===== src/efe_pkg.sv =====
// Shared types, byte codes and escape helpers for the escaped XOR frame encoder.
// No dependencies; every other file in src uses this package.
`timescale 1ns / 1ps

package efe_pkg;

    // Framing byte codes
    localparam logic [7:0] FLAG_BYTE    = 8'h7e;
    localparam logic [7:0] ESC_BYTE     = 8'h7d;
    localparam logic [7:0] ESC_FOR_FLAG = 8'h02;
    localparam logic [7:0] ESC_FOR_ESC  = 8'h01;

    // One classified input byte, ready for the output sequencer
    typedef struct packed {
        logic       add_open;   // frame not yet open: send opening flag first
        logic [7:0] data;       // raw byte, or escape prefix source
        logic       data_esc;   // data needs a two-byte escape
        logic [7:0] data_sub;   // second byte of the data escape
        logic       last;       // final byte: append check and closing flag
        logic [7:0] check;      // XOR check including this byte
        logic       check_esc;  // check needs a two-byte escape
        logic [7:0] check_sub;  // second byte of the check escape
    } job_t;

    // Frame tracking state of the front end
    typedef struct packed {
        logic       in_frame;
        logic [7:0] check;
    } front_status_t;

    function automatic logic needs_escape(input logic [7:0] b);
        return (b == FLAG_BYTE) || (b == ESC_BYTE);
    endfunction

    function automatic logic [7:0] escape_code(input logic [7:0] b);
        return (b == FLAG_BYTE) ? ESC_FOR_FLAG : ESC_FOR_ESC;
    endfunction

endpackage


===== src/escaped_xor_frame_encoder_top.sv =====
// Top level of the escaped XOR frame encoder: front end, job queue, output sequencer.
// Depends on efe_pkg, efe_front, efe_queue and efe_back.
`timescale 1ns / 1ps

// Usage
//   Slave side: one raw message byte per beat on s_tdata, s_tlast on the final
//   byte of a message. Master side: the framed stream, one byte per beat, with
//   m_tlast on the last output beat caused by an input beat and m_tuser[0] on
//   the closing 0x7e flag of each frame.
//   Each input beat produces 1 to 6 output beats: an opening flag on the first
//   byte of a message, one beat for a plain byte or two for an escaped one, and
//   on the final byte one or two check beats plus the closing flag.
//   When the queue is empty, an accepted input is first written into the
//   queue, then its first output beat is loaded into the output register.
//   Throughput: the output sequencer emits one beat per cycle while a job is
//   queued and the receiver does not stall; a job leaves the queue with its
//   last output beat, so an input holds the queue head until all are sent.
//   The front end keeps accepting while the job queue (QUEUE_DEPTH entries)
//   has room; when the receiver stalls, the output register holds its beat,
//   the queue fills and s_tready falls.
//   Reset (aresetn low, synchronous) closes any open frame, clears the check,
//   empties the queue and drops m_tvalid.

module escaped_xor_frame_encoder_top #(
    parameter int QUEUE_DEPTH = 4
) (
    input  logic       aclk,
    input  logic       aresetn,
    input  logic       s_tvalid,
    output logic       s_tready,
    input  logic [7:0] s_tdata,   // [7:0] data_byte
    input  logic       s_tlast,   // end_of_message
    output logic       m_tvalid,
    input  logic       m_tready,
    output logic [7:0] m_tdata,   // [7:0] out_byte
    output logic       m_tlast,   // run_last
    output logic [0:0] m_tuser    // [0] frame_end
);

    efe_pkg::job_t          push_job;
    efe_pkg::job_t          head_job;
    efe_pkg::front_status_t front_status;
    logic                   push;
    logic                   queue_full;
    logic                   head_valid;
    logic                   pop;

    assign s_tready = !queue_full;
    assign push     = s_tvalid && s_tready;

    efe_front u_front (
        .aclk           (aclk),
        .aresetn        (aresetn),
        .accept         (push),
        .data_byte      (s_tdata),
        .end_of_message (s_tlast),
        .job            (push_job),
        .status         (front_status)
    );

    efe_queue #(
        .DEPTH (QUEUE_DEPTH)
    ) u_queue (
        .aclk       (aclk),
        .aresetn    (aresetn),
        .push       (push),
        .push_job   (push_job),
        .full       (queue_full),
        .head_valid (head_valid),
        .head_job   (head_job),
        .pop        (pop)
    );

    efe_back u_back (
        .aclk       (aclk),
        .aresetn    (aresetn),
        .head_valid (head_valid),
        .head_job   (head_job),
        .pop        (pop),
        .m_tvalid   (m_tvalid),
        .m_tready   (m_tready),
        .m_tdata    (m_tdata),
        .m_tlast    (m_tlast),
        .m_tuser    (m_tuser)
    );

    // A closing beat is always the flag byte and ends its run
    assert property (@(posedge aclk) disable iff (!aresetn)
        (m_tvalid && m_tuser[0]) |-> (m_tlast && m_tdata == efe_pkg::FLAG_BYTE))
        else $error("closing beat is not a final flag byte");

    // With no frame open the running check is clear
    assert property (@(posedge aclk) disable iff (!aresetn)
        !front_status.in_frame |-> (front_status.check == 8'h00))
        else $error("check not cleared outside a frame");

    // A job is popped from the queue only when the sequencer loads a run end
    assert property (@(posedge aclk) disable iff (!aresetn)
        pop |=> (m_tvalid && m_tlast))
        else $error("job retired without a final beat");

    // The output register comes out of reset empty
    assert property (@(posedge aclk)
        !aresetn |=> !m_tvalid)
        else $error("output valid right after reset");

endmodule


===== src/efe_front.sv =====
// Front end: tracks the open frame and the running XOR, classifies each input beat.
// Depends on efe_pkg.
`timescale 1ns / 1ps

module efe_front (
    input  logic                  aclk,
    input  logic                  aresetn,
    input  logic                  accept,
    input  logic [7:0]            data_byte,
    input  logic                  end_of_message,
    output efe_pkg::job_t         job,
    output efe_pkg::front_status_t status
);

    logic       in_frame_reg, in_frame_next;
    logic [7:0] check_reg, check_next;
    logic [7:0] check_new;

    // Fold this byte into the check
    assign check_new = check_reg ^ data_byte;

    // Build the job descriptor
    always_comb begin
        job.add_open  = !in_frame_reg;
        job.data      = data_byte;
        job.data_esc  = efe_pkg::needs_escape(data_byte);
        job.data_sub  = efe_pkg::escape_code(data_byte);
        job.last      = end_of_message;
        job.check     = check_new;
        job.check_esc = efe_pkg::needs_escape(check_new);
        job.check_sub = efe_pkg::escape_code(check_new);
    end

    // Advance frame state on each accepted beat; close and clear on the final byte
    always_comb begin
        in_frame_next = in_frame_reg;
        check_next    = check_reg;
        if (accept) begin
            in_frame_next = !end_of_message;
            check_next    = end_of_message ? 8'h00 : check_new;
        end
    end

    always_ff @(posedge aclk) begin
        if (!aresetn) begin
            in_frame_reg <= 1'b0;
            check_reg    <= 8'h00;
        end else begin
            in_frame_reg <= in_frame_next;
            check_reg    <= check_next;
        end
    end

    assign status.in_frame = in_frame_reg;
    assign status.check    = check_reg;

endmodule


===== src/efe_queue.sv =====
// Short job queue between front end and output sequencer.
// Depends on efe_pkg for the job type.
`timescale 1ns / 1ps

module efe_queue #(
    parameter int DEPTH = 4
) (
    input  logic          aclk,
    input  logic          aresetn,
    input  logic          push,
    input  efe_pkg::job_t push_job,
    output logic          full,
    output logic          head_valid,
    output efe_pkg::job_t head_job,
    input  logic          pop
);

    localparam int PTR_W = $clog2(DEPTH);
    localparam int CNT_W = $clog2(DEPTH + 1);

    efe_pkg::job_t slot_reg [DEPTH];
    logic [PTR_W-1:0] wr_ptr_reg, wr_ptr_next;
    logic [PTR_W-1:0] rd_ptr_reg, rd_ptr_next;
    logic [CNT_W-1:0] count_reg, count_next;

    assign full       = (count_reg == CNT_W'(DEPTH));
    assign head_valid = (count_reg != '0);
    assign head_job   = slot_reg[rd_ptr_reg];

    // Advance pointers with wrap, track fill level
    always_comb begin
        wr_ptr_next = wr_ptr_reg;
        rd_ptr_next = rd_ptr_reg;
        count_next  = count_reg;
        if (push) begin
            wr_ptr_next = (wr_ptr_reg == PTR_W'(DEPTH - 1)) ? '0 : wr_ptr_reg + 1'b1;
        end
        if (pop) begin
            rd_ptr_next = (rd_ptr_reg == PTR_W'(DEPTH - 1)) ? '0 : rd_ptr_reg + 1'b1;
        end
        if (push && !pop) begin
            count_next = count_reg + 1'b1;
        end else if (pop && !push) begin
            count_next = count_reg - 1'b1;
        end
    end

    always_ff @(posedge aclk) begin
        if (!aresetn) begin
            wr_ptr_reg <= '0;
            rd_ptr_reg <= '0;
            count_reg  <= '0;
        end else begin
            wr_ptr_reg <= wr_ptr_next;
            rd_ptr_reg <= rd_ptr_next;
            count_reg  <= count_next;
        end
    end

    // Store payload; no reset needed
    always_ff @(posedge aclk) begin
        if (push) begin
            slot_reg[wr_ptr_reg] <= push_job;
        end
    end

endmodule


===== src/efe_back.sv =====
// Output sequencer: expands the head job into framed, escaped output beats.
// Depends on efe_pkg; drives the registered master-side stream.
`timescale 1ns / 1ps

module efe_back (
    input  logic          aclk,
    input  logic          aresetn,
    input  logic          head_valid,
    input  efe_pkg::job_t head_job,
    output logic          pop,
    output logic          m_tvalid,
    input  logic          m_tready,
    output logic [7:0]    m_tdata,
    output logic          m_tlast,
    output logic [0:0]    m_tuser
);

    typedef enum logic [2:0] {
        ST_START,
        ST_OPEN,
        ST_DATA,
        ST_DATA2,
        ST_CHECK,
        ST_CHECK2,
        ST_CLOSE
    } step_t;

    step_t      state_reg, state_next;
    step_t      cur_step, after_step;
    logic       m_tvalid_reg, m_tvalid_next;
    logic [7:0] m_tdata_reg, m_tdata_next;
    logic       m_tlast_reg, m_tlast_next;
    logic       m_tuser_reg, m_tuser_next;
    logic       emit;
    logic       job_done;
    logic [7:0] beat_byte;
    logic       beat_end;

    // Load a beat when the output register is free or being drained
    assign emit = head_valid && (!m_tvalid_reg || m_tready);

    // Resolve the first step of a fresh job
    always_comb begin
        if (state_reg == ST_START) begin
            cur_step = head_job.add_open ? ST_OPEN : ST_DATA;
        end else begin
            cur_step = state_reg;
        end
    end

    // Decode the current step into a beat and the following step
    always_comb begin
        beat_byte  = efe_pkg::FLAG_BYTE;
        beat_end   = 1'b0;
        job_done   = 1'b0;
        after_step = ST_START;
        unique case (cur_step)
            ST_OPEN: begin
                beat_byte  = efe_pkg::FLAG_BYTE;
                after_step = ST_DATA;
            end
            ST_DATA: begin
                beat_byte = head_job.data_esc ? efe_pkg::ESC_BYTE : head_job.data;
                if (head_job.data_esc) begin
                    after_step = ST_DATA2;
                end else if (head_job.last) begin
                    after_step = ST_CHECK;
                end else begin
                    job_done = 1'b1;
                end
            end
            ST_DATA2: begin
                beat_byte = head_job.data_sub;
                if (head_job.last) begin
                    after_step = ST_CHECK;
                end else begin
                    job_done = 1'b1;
                end
            end
            ST_CHECK: begin
                beat_byte  = head_job.check_esc ? efe_pkg::ESC_BYTE : head_job.check;
                after_step = head_job.check_esc ? ST_CHECK2 : ST_CLOSE;
            end
            ST_CHECK2: begin
                beat_byte  = head_job.check_sub;
                after_step = ST_CLOSE;
            end
            ST_CLOSE: begin
                beat_byte = efe_pkg::FLAG_BYTE;
                beat_end  = 1'b1;
                job_done  = 1'b1;
            end
            default: begin
                beat_byte = efe_pkg::FLAG_BYTE;
            end
        endcase
    end

    assign pop = emit && job_done;

    // Next state and output register
    always_comb begin
        state_next    = state_reg;
        m_tvalid_next = m_tvalid_reg;
        m_tdata_next  = m_tdata_reg;
        m_tlast_next  = m_tlast_reg;
        m_tuser_next  = m_tuser_reg;
        if (m_tvalid_reg && m_tready) begin
            m_tvalid_next = 1'b0;
        end
        if (emit) begin
            state_next    = job_done ? ST_START : after_step;
            m_tvalid_next = 1'b1;
            m_tdata_next  = beat_byte;
            m_tlast_next  = job_done;
            m_tuser_next  = beat_end;
        end
    end

    always_ff @(posedge aclk) begin
        if (!aresetn) begin
            state_reg    <= ST_START;
            m_tvalid_reg <= 1'b0;
        end else begin
            state_reg    <= state_next;
            m_tvalid_reg <= m_tvalid_next;
        end
        m_tdata_reg <= m_tdata_next;
        m_tlast_reg <= m_tlast_next;
        m_tuser_reg <= m_tuser_next;
    end

    assign m_tvalid   = m_tvalid_reg;
    assign m_tdata    = m_tdata_reg;
    assign m_tlast    = m_tlast_reg;
    assign m_tuser[0] = m_tuser_reg;

endmodule

===== config.mk =====
export PLATFORM = sky130hd
export DESIGN_NAME = escaped_xor_frame_encoder_top
export DESIGN_NICKNAME = d
export VERILOG_FILES = /design/src/efe_pkg.sv /design/src/escaped_xor_frame_encoder_top.sv /design/src/efe_front.sv /design/src/efe_queue.sv /design/src/efe_back.sv
export SDC_FILE = /design/constraint.sdc
export NUM_CORES = 1
export LEC_CHECK = 0
export ABC_AREA = 1
export BUFFER_PORTS_ARGS = -buffer_cell sky130_fd_sc_hd__buf_2
export CORE_MARGIN = 2
export CORE_UTILIZATION = 51
export DETAILED_ROUTE_END_ITERATION = 16
export PLACE_DENSITY_LB_ADDON = 0.12
export SYNTH_ARGS = -nofsm -noshare
export SYNTH_HDL_FRONTEND = slang
export SYNTH_HIERARCHICAL = 1
export SYNTH_SLANG_ARGS = --single-unit

===== constraint.sdc =====
create_clock -name aclk -period 3.3 [get_ports aclk]
set_input_delay 0.66 -clock aclk [delete_from_list [all_inputs] [get_ports aclk]]
set_output_delay 0.66 -clock aclk [all_outputs]
set_load 0.005 [all_outputs]

==> results.py, run 1 <==
metrics = {
    "outcome": {
        "status": "finished, final reports clean",
    },
    "die": {
        "core_region_area_um2": 15030,
        "floorplan.die_area_um2": 16260,
        "std_cell_rows": 45,
        "initial_utilization_pct": 51.77,
        "die_w_um": 127.5,
        "io-pin-count": 25,
        "die_height_um": 127.5,
    },
    "cts": {
        "post_cts.resized_instances": 0,
        "clock_tree.buffer_depth": 2,
        "cts.clk_slew.worst_paths_ps": 60,
        "clock_tree.htree_level_count": 4,
        "cts.repair_timing.setup_buffer_count": 0,
        "numCtsBuffers": 17,
        "cts_tree": "built",
        "ctsRootBufferMaster": "clkbuf_16",
        "post_cts_hold_buffer_count": 0,
        "cts.sinks": 176,
        "clock_latency_ps": 420,
    },
    "power": {
        "power_density_nw_per_um2": 865.7,
        "p_leak_uw": 0.003140,
        "irDropWorstVdd_mv": 0.4275,
        "design_power_total_uw": 7417,
    },
    "drt": {
        "vias_per_cell": 5.414,
        "finalWirelength_um": 16150,
        "drt_pre_antenna_iters": 4,
        "drt-wirelength-per-cell_um": 18.45,
        "overall_via_count_from_detail_route": 4737,
        "drc": 0,
        "ant_nets": 0,
        "drt_iter0_drc": 291,
    },
    "global_routing": {
        "global_route.usage.total_pct": 21.11,
        "first_global_vias": 4610,
        "global_route.overflow_total": 0,
        "number_of_antenna_violations_at_the_first_check_in_global_routing": 1,
        "grt_start_max_net_pins": 49,
        "grt_pass1_wl_um": 25260,
    },
    "sta": {
        "unrepaired_setup_endpoints_after_global_routing": "false",
        "final.min_clock_period_ps": 2847,
        "slew_violations": 0,
        "setup_violations": 0,
        "hold_viol_final": 0,
        "layout_worst_path_cycle_share_pct": 86.26,
        "relative_max_transition_margin_pct": 52.15,
        "final.setup.tns_ps": 0,
        "timing.clock.skew_ps": 8.155,
        "worstMarginPinSlew_ps": 717.7,
        "max_freq_ghz": 0.3513,
    },
    "final_layout": {
        "syn_to_final_growth_pct": 10.10,
        "drive_above_1_share_pct": 23.87,
        "diodes": 0,
        "num-nets-final": 694,
        "largest_reg_flops": 144,
    },
    "critical_path": {
        "arrival_ps": 3170,
        "worst_ep_required_time_ps": 3620,
        "timing.critical_path.fanout_max": 30,
        "critical_path_class": "reg -> reg",
        "critPathLaunchType": "register",
        "sort_of_element_at_the_end_of_the_critical_path": "register",
    },
    "hold_path": {
        "hp-class": "reg -> reg",
    },
    "synth": {
        "yosys_warnings": 6,
        "postSynthAreaPerCell_um2": 11.90,
        "postSynthCellCount": 654,
        "syn-cell-area_um2": 7782,
    },
    "placement": {
        "globalplace.congestion": 0.8273,
        "buffer_ports.inserted": 24,
        "place_hpwl_um": 10090,
    },
    "flow_run": {
        "cap_viol_max_count": 0,
    },
}
==> per-stage QoR <==
| stage | cells | util [%] | area (um^2) | hold WS (ps) | setup slack, ps |
|---|---|---|---|---|---|
| final | 875 | 57.00 | 8568 | 480.1 | 453.3 |
| after global routing | 875 | 57.00 | 8568 | 501.4 | 184.6 |
| after CTS | 875 | 57.00 | 8568 | 479.9 | 472.9 |
| after detailed placement | 843 | 52.61 | 7909 | 470.1 | 520.1 |
| after global placement | 843 | 52.61 | 7909 | 465.6 | 568.6 |
| after floorplan | 665 | - | 7824 | 458.4 | 938.4 |
==> final timing paths <==
kind | start | to | slack (ps) | depth (start not counted)
worst max-delay path | register | u_queue/count_reg[2] | 450 | 16
worst max register to register | register | u_queue/count_reg[2] | 450 | 16
worst min-delay path | u_front/check_reg[7] | u_front/check_reg[7] | 480 | 2
worst min register to register | u_front/check_reg[7] | u_front/check_reg[7] | 480 | 2
==> placed cells by master (no fill, tap or decap), types with 3 or more instances in the layout <==
cell and instances:
bufinv_16 6, clkbuf_16 17, o21ai_2 24, o21ai_0 38
nand3b_1 3, ha_1 6, nand2_2 12, buf_2 24
nor2_1 69, nand3_1 14, edfxtp_1 154, nor2_4 3
nor2_2 23, nor3_1 3, nand4_1 8, inv_2 11
nand2_1 82, buf_4 10, dfxtp_1 21, conb_1 12
o21ai_1 26, o22ai_1 18, inv_1 47, o22ai_2 18
a21oi_1 15
==> area by class of cell <==
| cell class | count | area [um^2] |
|---|---|---|
| Tap cell | 188 | 235.2 |
| Fill cell | 1222 | 6465 |
| Sequential cell | 176 | 5066 |
| Clock inverter | 12 | 212.7 |
| Clock buffer | 20 | 446.7 |
| Multi-Input combinational cell | 384 | 2147 |
| Timing Repair Buffer | 35 | 215.2 |
| Inverter | 60 | 245.2 |
==> routing by layer <==
metal / wire, um / up-vias / global-route usage [%] / part of all wire (%)
met5: 7 / - / 0 / 0.043
met2: 7830 / 103 / 34.60 / 48
li1: - / 2294 / - / -
met4: 274 / 2 / 7.240 / 1.7
met1: 7472 / 2314 / 27.79 / 46
met3: 563 / 24 / 5.067 / 3.5
==> power breakdown <==
part | internal (uW) | leakage, uW | total (uW) | switching (uW)
Combinational | 695 | 0.00124 | 2220 | 1520
Sequential | 2820 | 0.00158 | 2980 | 159
Clock | 1430 | 0.000315 | 2220 | 785
==> worst max-delay path: stages, from the launching register on <==
cell	delay, ps
dfxtp_1	580
buf_4	420
o21ai_0	160
o22ai_1	270
o31ai_2	130
nand2_1	70
inv_1	50
inv_1	110
ha_1	190
inv_1	70
fa_1	380
inv_1	70
nand2_1	60
nand3_1	70
nand2_1	50
inv_1	40
nor2_1	30
Note: power is estimated with default switching activity, not from simulation.
==> run 2, diff against run 1 <==
==> constraint.sdc (replaced) <==
create_clock -name aclk -period 3.3 [get_ports aclk]
set_input_delay 0.495 -clock aclk [delete_from_list [all_inputs] [get_ports aclk]]
set_output_delay 0.495 -clock aclk [all_outputs]
set_load 0.005 [all_outputs]
==> results.py, run 2 (synthesized netlist as in run 1, its figures left out) <==
metrics = {
    "drt": {
        "overall_via_count_from_detail_route": 4773,
        "drt_iter0_drc": 321,
        "drt-wirelength-per-cell_um": 18.51,
        "dr.max_layer_used": "met4",
        "met3RoutedLength_um": 609,
        "finalWirelength_um": 16180,
        "drt_pre_antenna_iters": 5,
        "ant_nets": 0,
        "vias_per_cell": 5.461,
        "drc": 0,
        "route.layer.met1.wl_um": 7358,
        "met2WireLength_um": 7954,
    },
    "sta": {
        "timing.clock.skew_ps": 11.90,
        "unrepaired_setup_endpoints_after_global_routing": "false",
        "final.setup.tns_ps": 0,
        "hold_viol_final": 0,
        "setup_violations": 0,
        "worstMarginPinSlew_ps": 744.7,
        "finalHoldWorstSlack_ps": 346.2,
        "relative_max_transition_margin_pct": 50.35,
        "final.min_clock_period_ps": 2687,
        "slew_violations": 0,
        "layout_worst_path_cycle_share_pct": 81.42,
        "max_freq_ghz": 0.3722,
    },
    "cts": {
        "clock_tree.buffer_depth": 2,
        "post_cts.resized_instances": 0,
        "clock_tree.htree_level_count": 4,
        "numCtsBuffers": 17,
        "post_cts_hold_buffer_count": 0,
        "cts.clk_slew.worst_paths_ps": 60,
        "clock_latency_ps": 420,
        "cts.sinks": 176,
        "cts.repair_timing.setup_buffer_count": 0,
        "cts_tree": "built",
        "ctsRootBufferMaster": "clkbuf_16",
    },
    "final_layout": {
        "fin_area_um2": 8502,
        "syn_to_final_growth_pct": 9.244,
        "largest_reg_flops": 144,
        "fill_cells": 1233,
        "drive_above_1_share_pct": 24.20,
        "most_frequent_standard_cell_in_the_layout_excluding_fill_and_tap_cells": "edfxtp_1",
        "num-nets-final": 694,
        "diodes": 0,
        "layout.area.seq_um2": 5066,
        "multi_input_area_um2": 2147,
        "layout_common_cells": "edfxtp_1 (154), nand2_1 (82), nor2_1 (69)",
    },
    "critical_path": {
        "slowest_delay_ps": 600,
        "critPathLaunchType": "register",
        "worst_ep_required_time_ps": 3610,
        "worst_path_max_delay_cell": "dfxtp_1",
        "worstPathBufferInverterCount": 4,
        "arrival_ps": 3000,
        "reg2reg_to": "u_queue/count_reg[1]",
        "reg2regPathDepth": 14,
        "critPathMostFrequentCell": "inv_1",
        "timing.critical_path.fanout_max": 15,
        "sort_of_element_at_the_end_of_the_critical_path": "register",
        "family_with_the_most_delay_on_the_worst_path": "adder cells",
        "critical_path_class": "reg -> reg",
        "reg2reg_slack_ps": 610,
        "critical_path.cell_chain": "clkinv_8 > o21ai_1 > o22ai_1 > nand2_2 > nand2_2 > o31ai_2 > nand2_1 > inv_1 > inv_1 > ha_1 > inv_1 > fa_1 > o21ai_0 > nor2_1",
    },
    "die": {
        "std_cell_rows": 45,
        "die_height_um": 127.5,
        "die_w_um": 127.5,
        "initial_utilization_pct": 51.77,
        "floorplan.die_area_um2": 16260,
        "core_region_area_um2": 15030,
        "io-pin-count": 25,
    },
    "hold_path": {
        "hold_depth": 1,
        "whs_endpoint": "u_queue/slot_reg[2][33]",
        "min-delay-start": "s_tdata[6]",
        "hp-class": "in -> reg",
    },
    "placement": {
        "globalplace.congestion": 0.8026,
        "postPlaceCellArea_um2": 7896,
        "buffer_ports.inserted": 24,
        "place_hpwl_um": 10050,
    },
    "flow_run": {
        "cap_viol_max_count": 0,
    },
    "global_routing": {
        "first_global_vias": 4559,
        "global_route.overflow_total": 0,
        "global_route.usage.total_pct": 20.95,
        "grt_start_max_net_pins": 53,
        "grt_pass1_wl_um": 25040,
        "number_of_antenna_violations_at_the_first_check_in_global_routing": 0,
    },
    "power": {
        "power_density_nw_per_um2": 850.6,
        "irDropWorstVdd_mv": 0.4350,
        "design_power_total_uw": 7231,
        "p_leak_uw": 0.003121,
    },
    "outcome": {
        "status": "finished, final reports clean",
    },
}
## run 2: changes by cell type in the layout (fill, tap and decap cells not counted)
cell / before / now
clkinv_4: 0 / 2
clkinv_2: 2 / 4
clkbuf_1: 2 / 1
clkinv_1: 2 / 0
clkinvlp_4: 2 / 1
buf_12: 1 / 0
bufinv_16: 6 / 3
buf_4: 10 / 11
clkbuf_8: 1 / 3
## run 2: worst max path at each step
stage / from / to / slack (ps) / cells after the start
after global routing: register / u_queue/count_reg[2] / 360 / 18
after global placement: register / u_queue/count_reg[1] / 760 / 14
after CTS: register / u_queue/count_reg[1] / 620 / 14
after floorplan: register / u_queue/count_reg[1] / 940 / 15
after detailed placement: register / u_queue/count_reg[1] / 620 / 14
final: register / u_queue/count_reg[1] / 610 / 14
## run 2: power breakdown
group,switching [uW],internal (uW),leakage [uW]
clock,788,1240,0.000299
sequential,162,2820,0.00158
combinational,1520,694,0.00124
total,2470,4760,0.00312
## run 2: routing by layer
layer  vias up  global-route usage (%)
met1      2339                   28.33
li1       2291                       -
met3        21                   4.229
met5         -                       0
met2       122                   34.35
met4         0                   6.723
## run 2: final cells by class
type,count,area share [%]
sequential,176,59.59
multi-input combinational,384,25.25
clock buffer,21,5.533
inverter,60,2.884
tap,188,2.767
timing repair buffer,35,2.384
clock inverter,10,1.589
## run 2: metrics by stage
stage | setup slack [ps] | utilization [%] | instances
floorplan | 938.4 | - | 665
global placement | 758.7 | 52.53 | 843
detailed placement | 618.9 | 52.53 | 843
CTS | 615.4 | 56.55 | 874
global route | 360.7 | 56.55 | 874
finish | 613.1 | 56.55 | 874
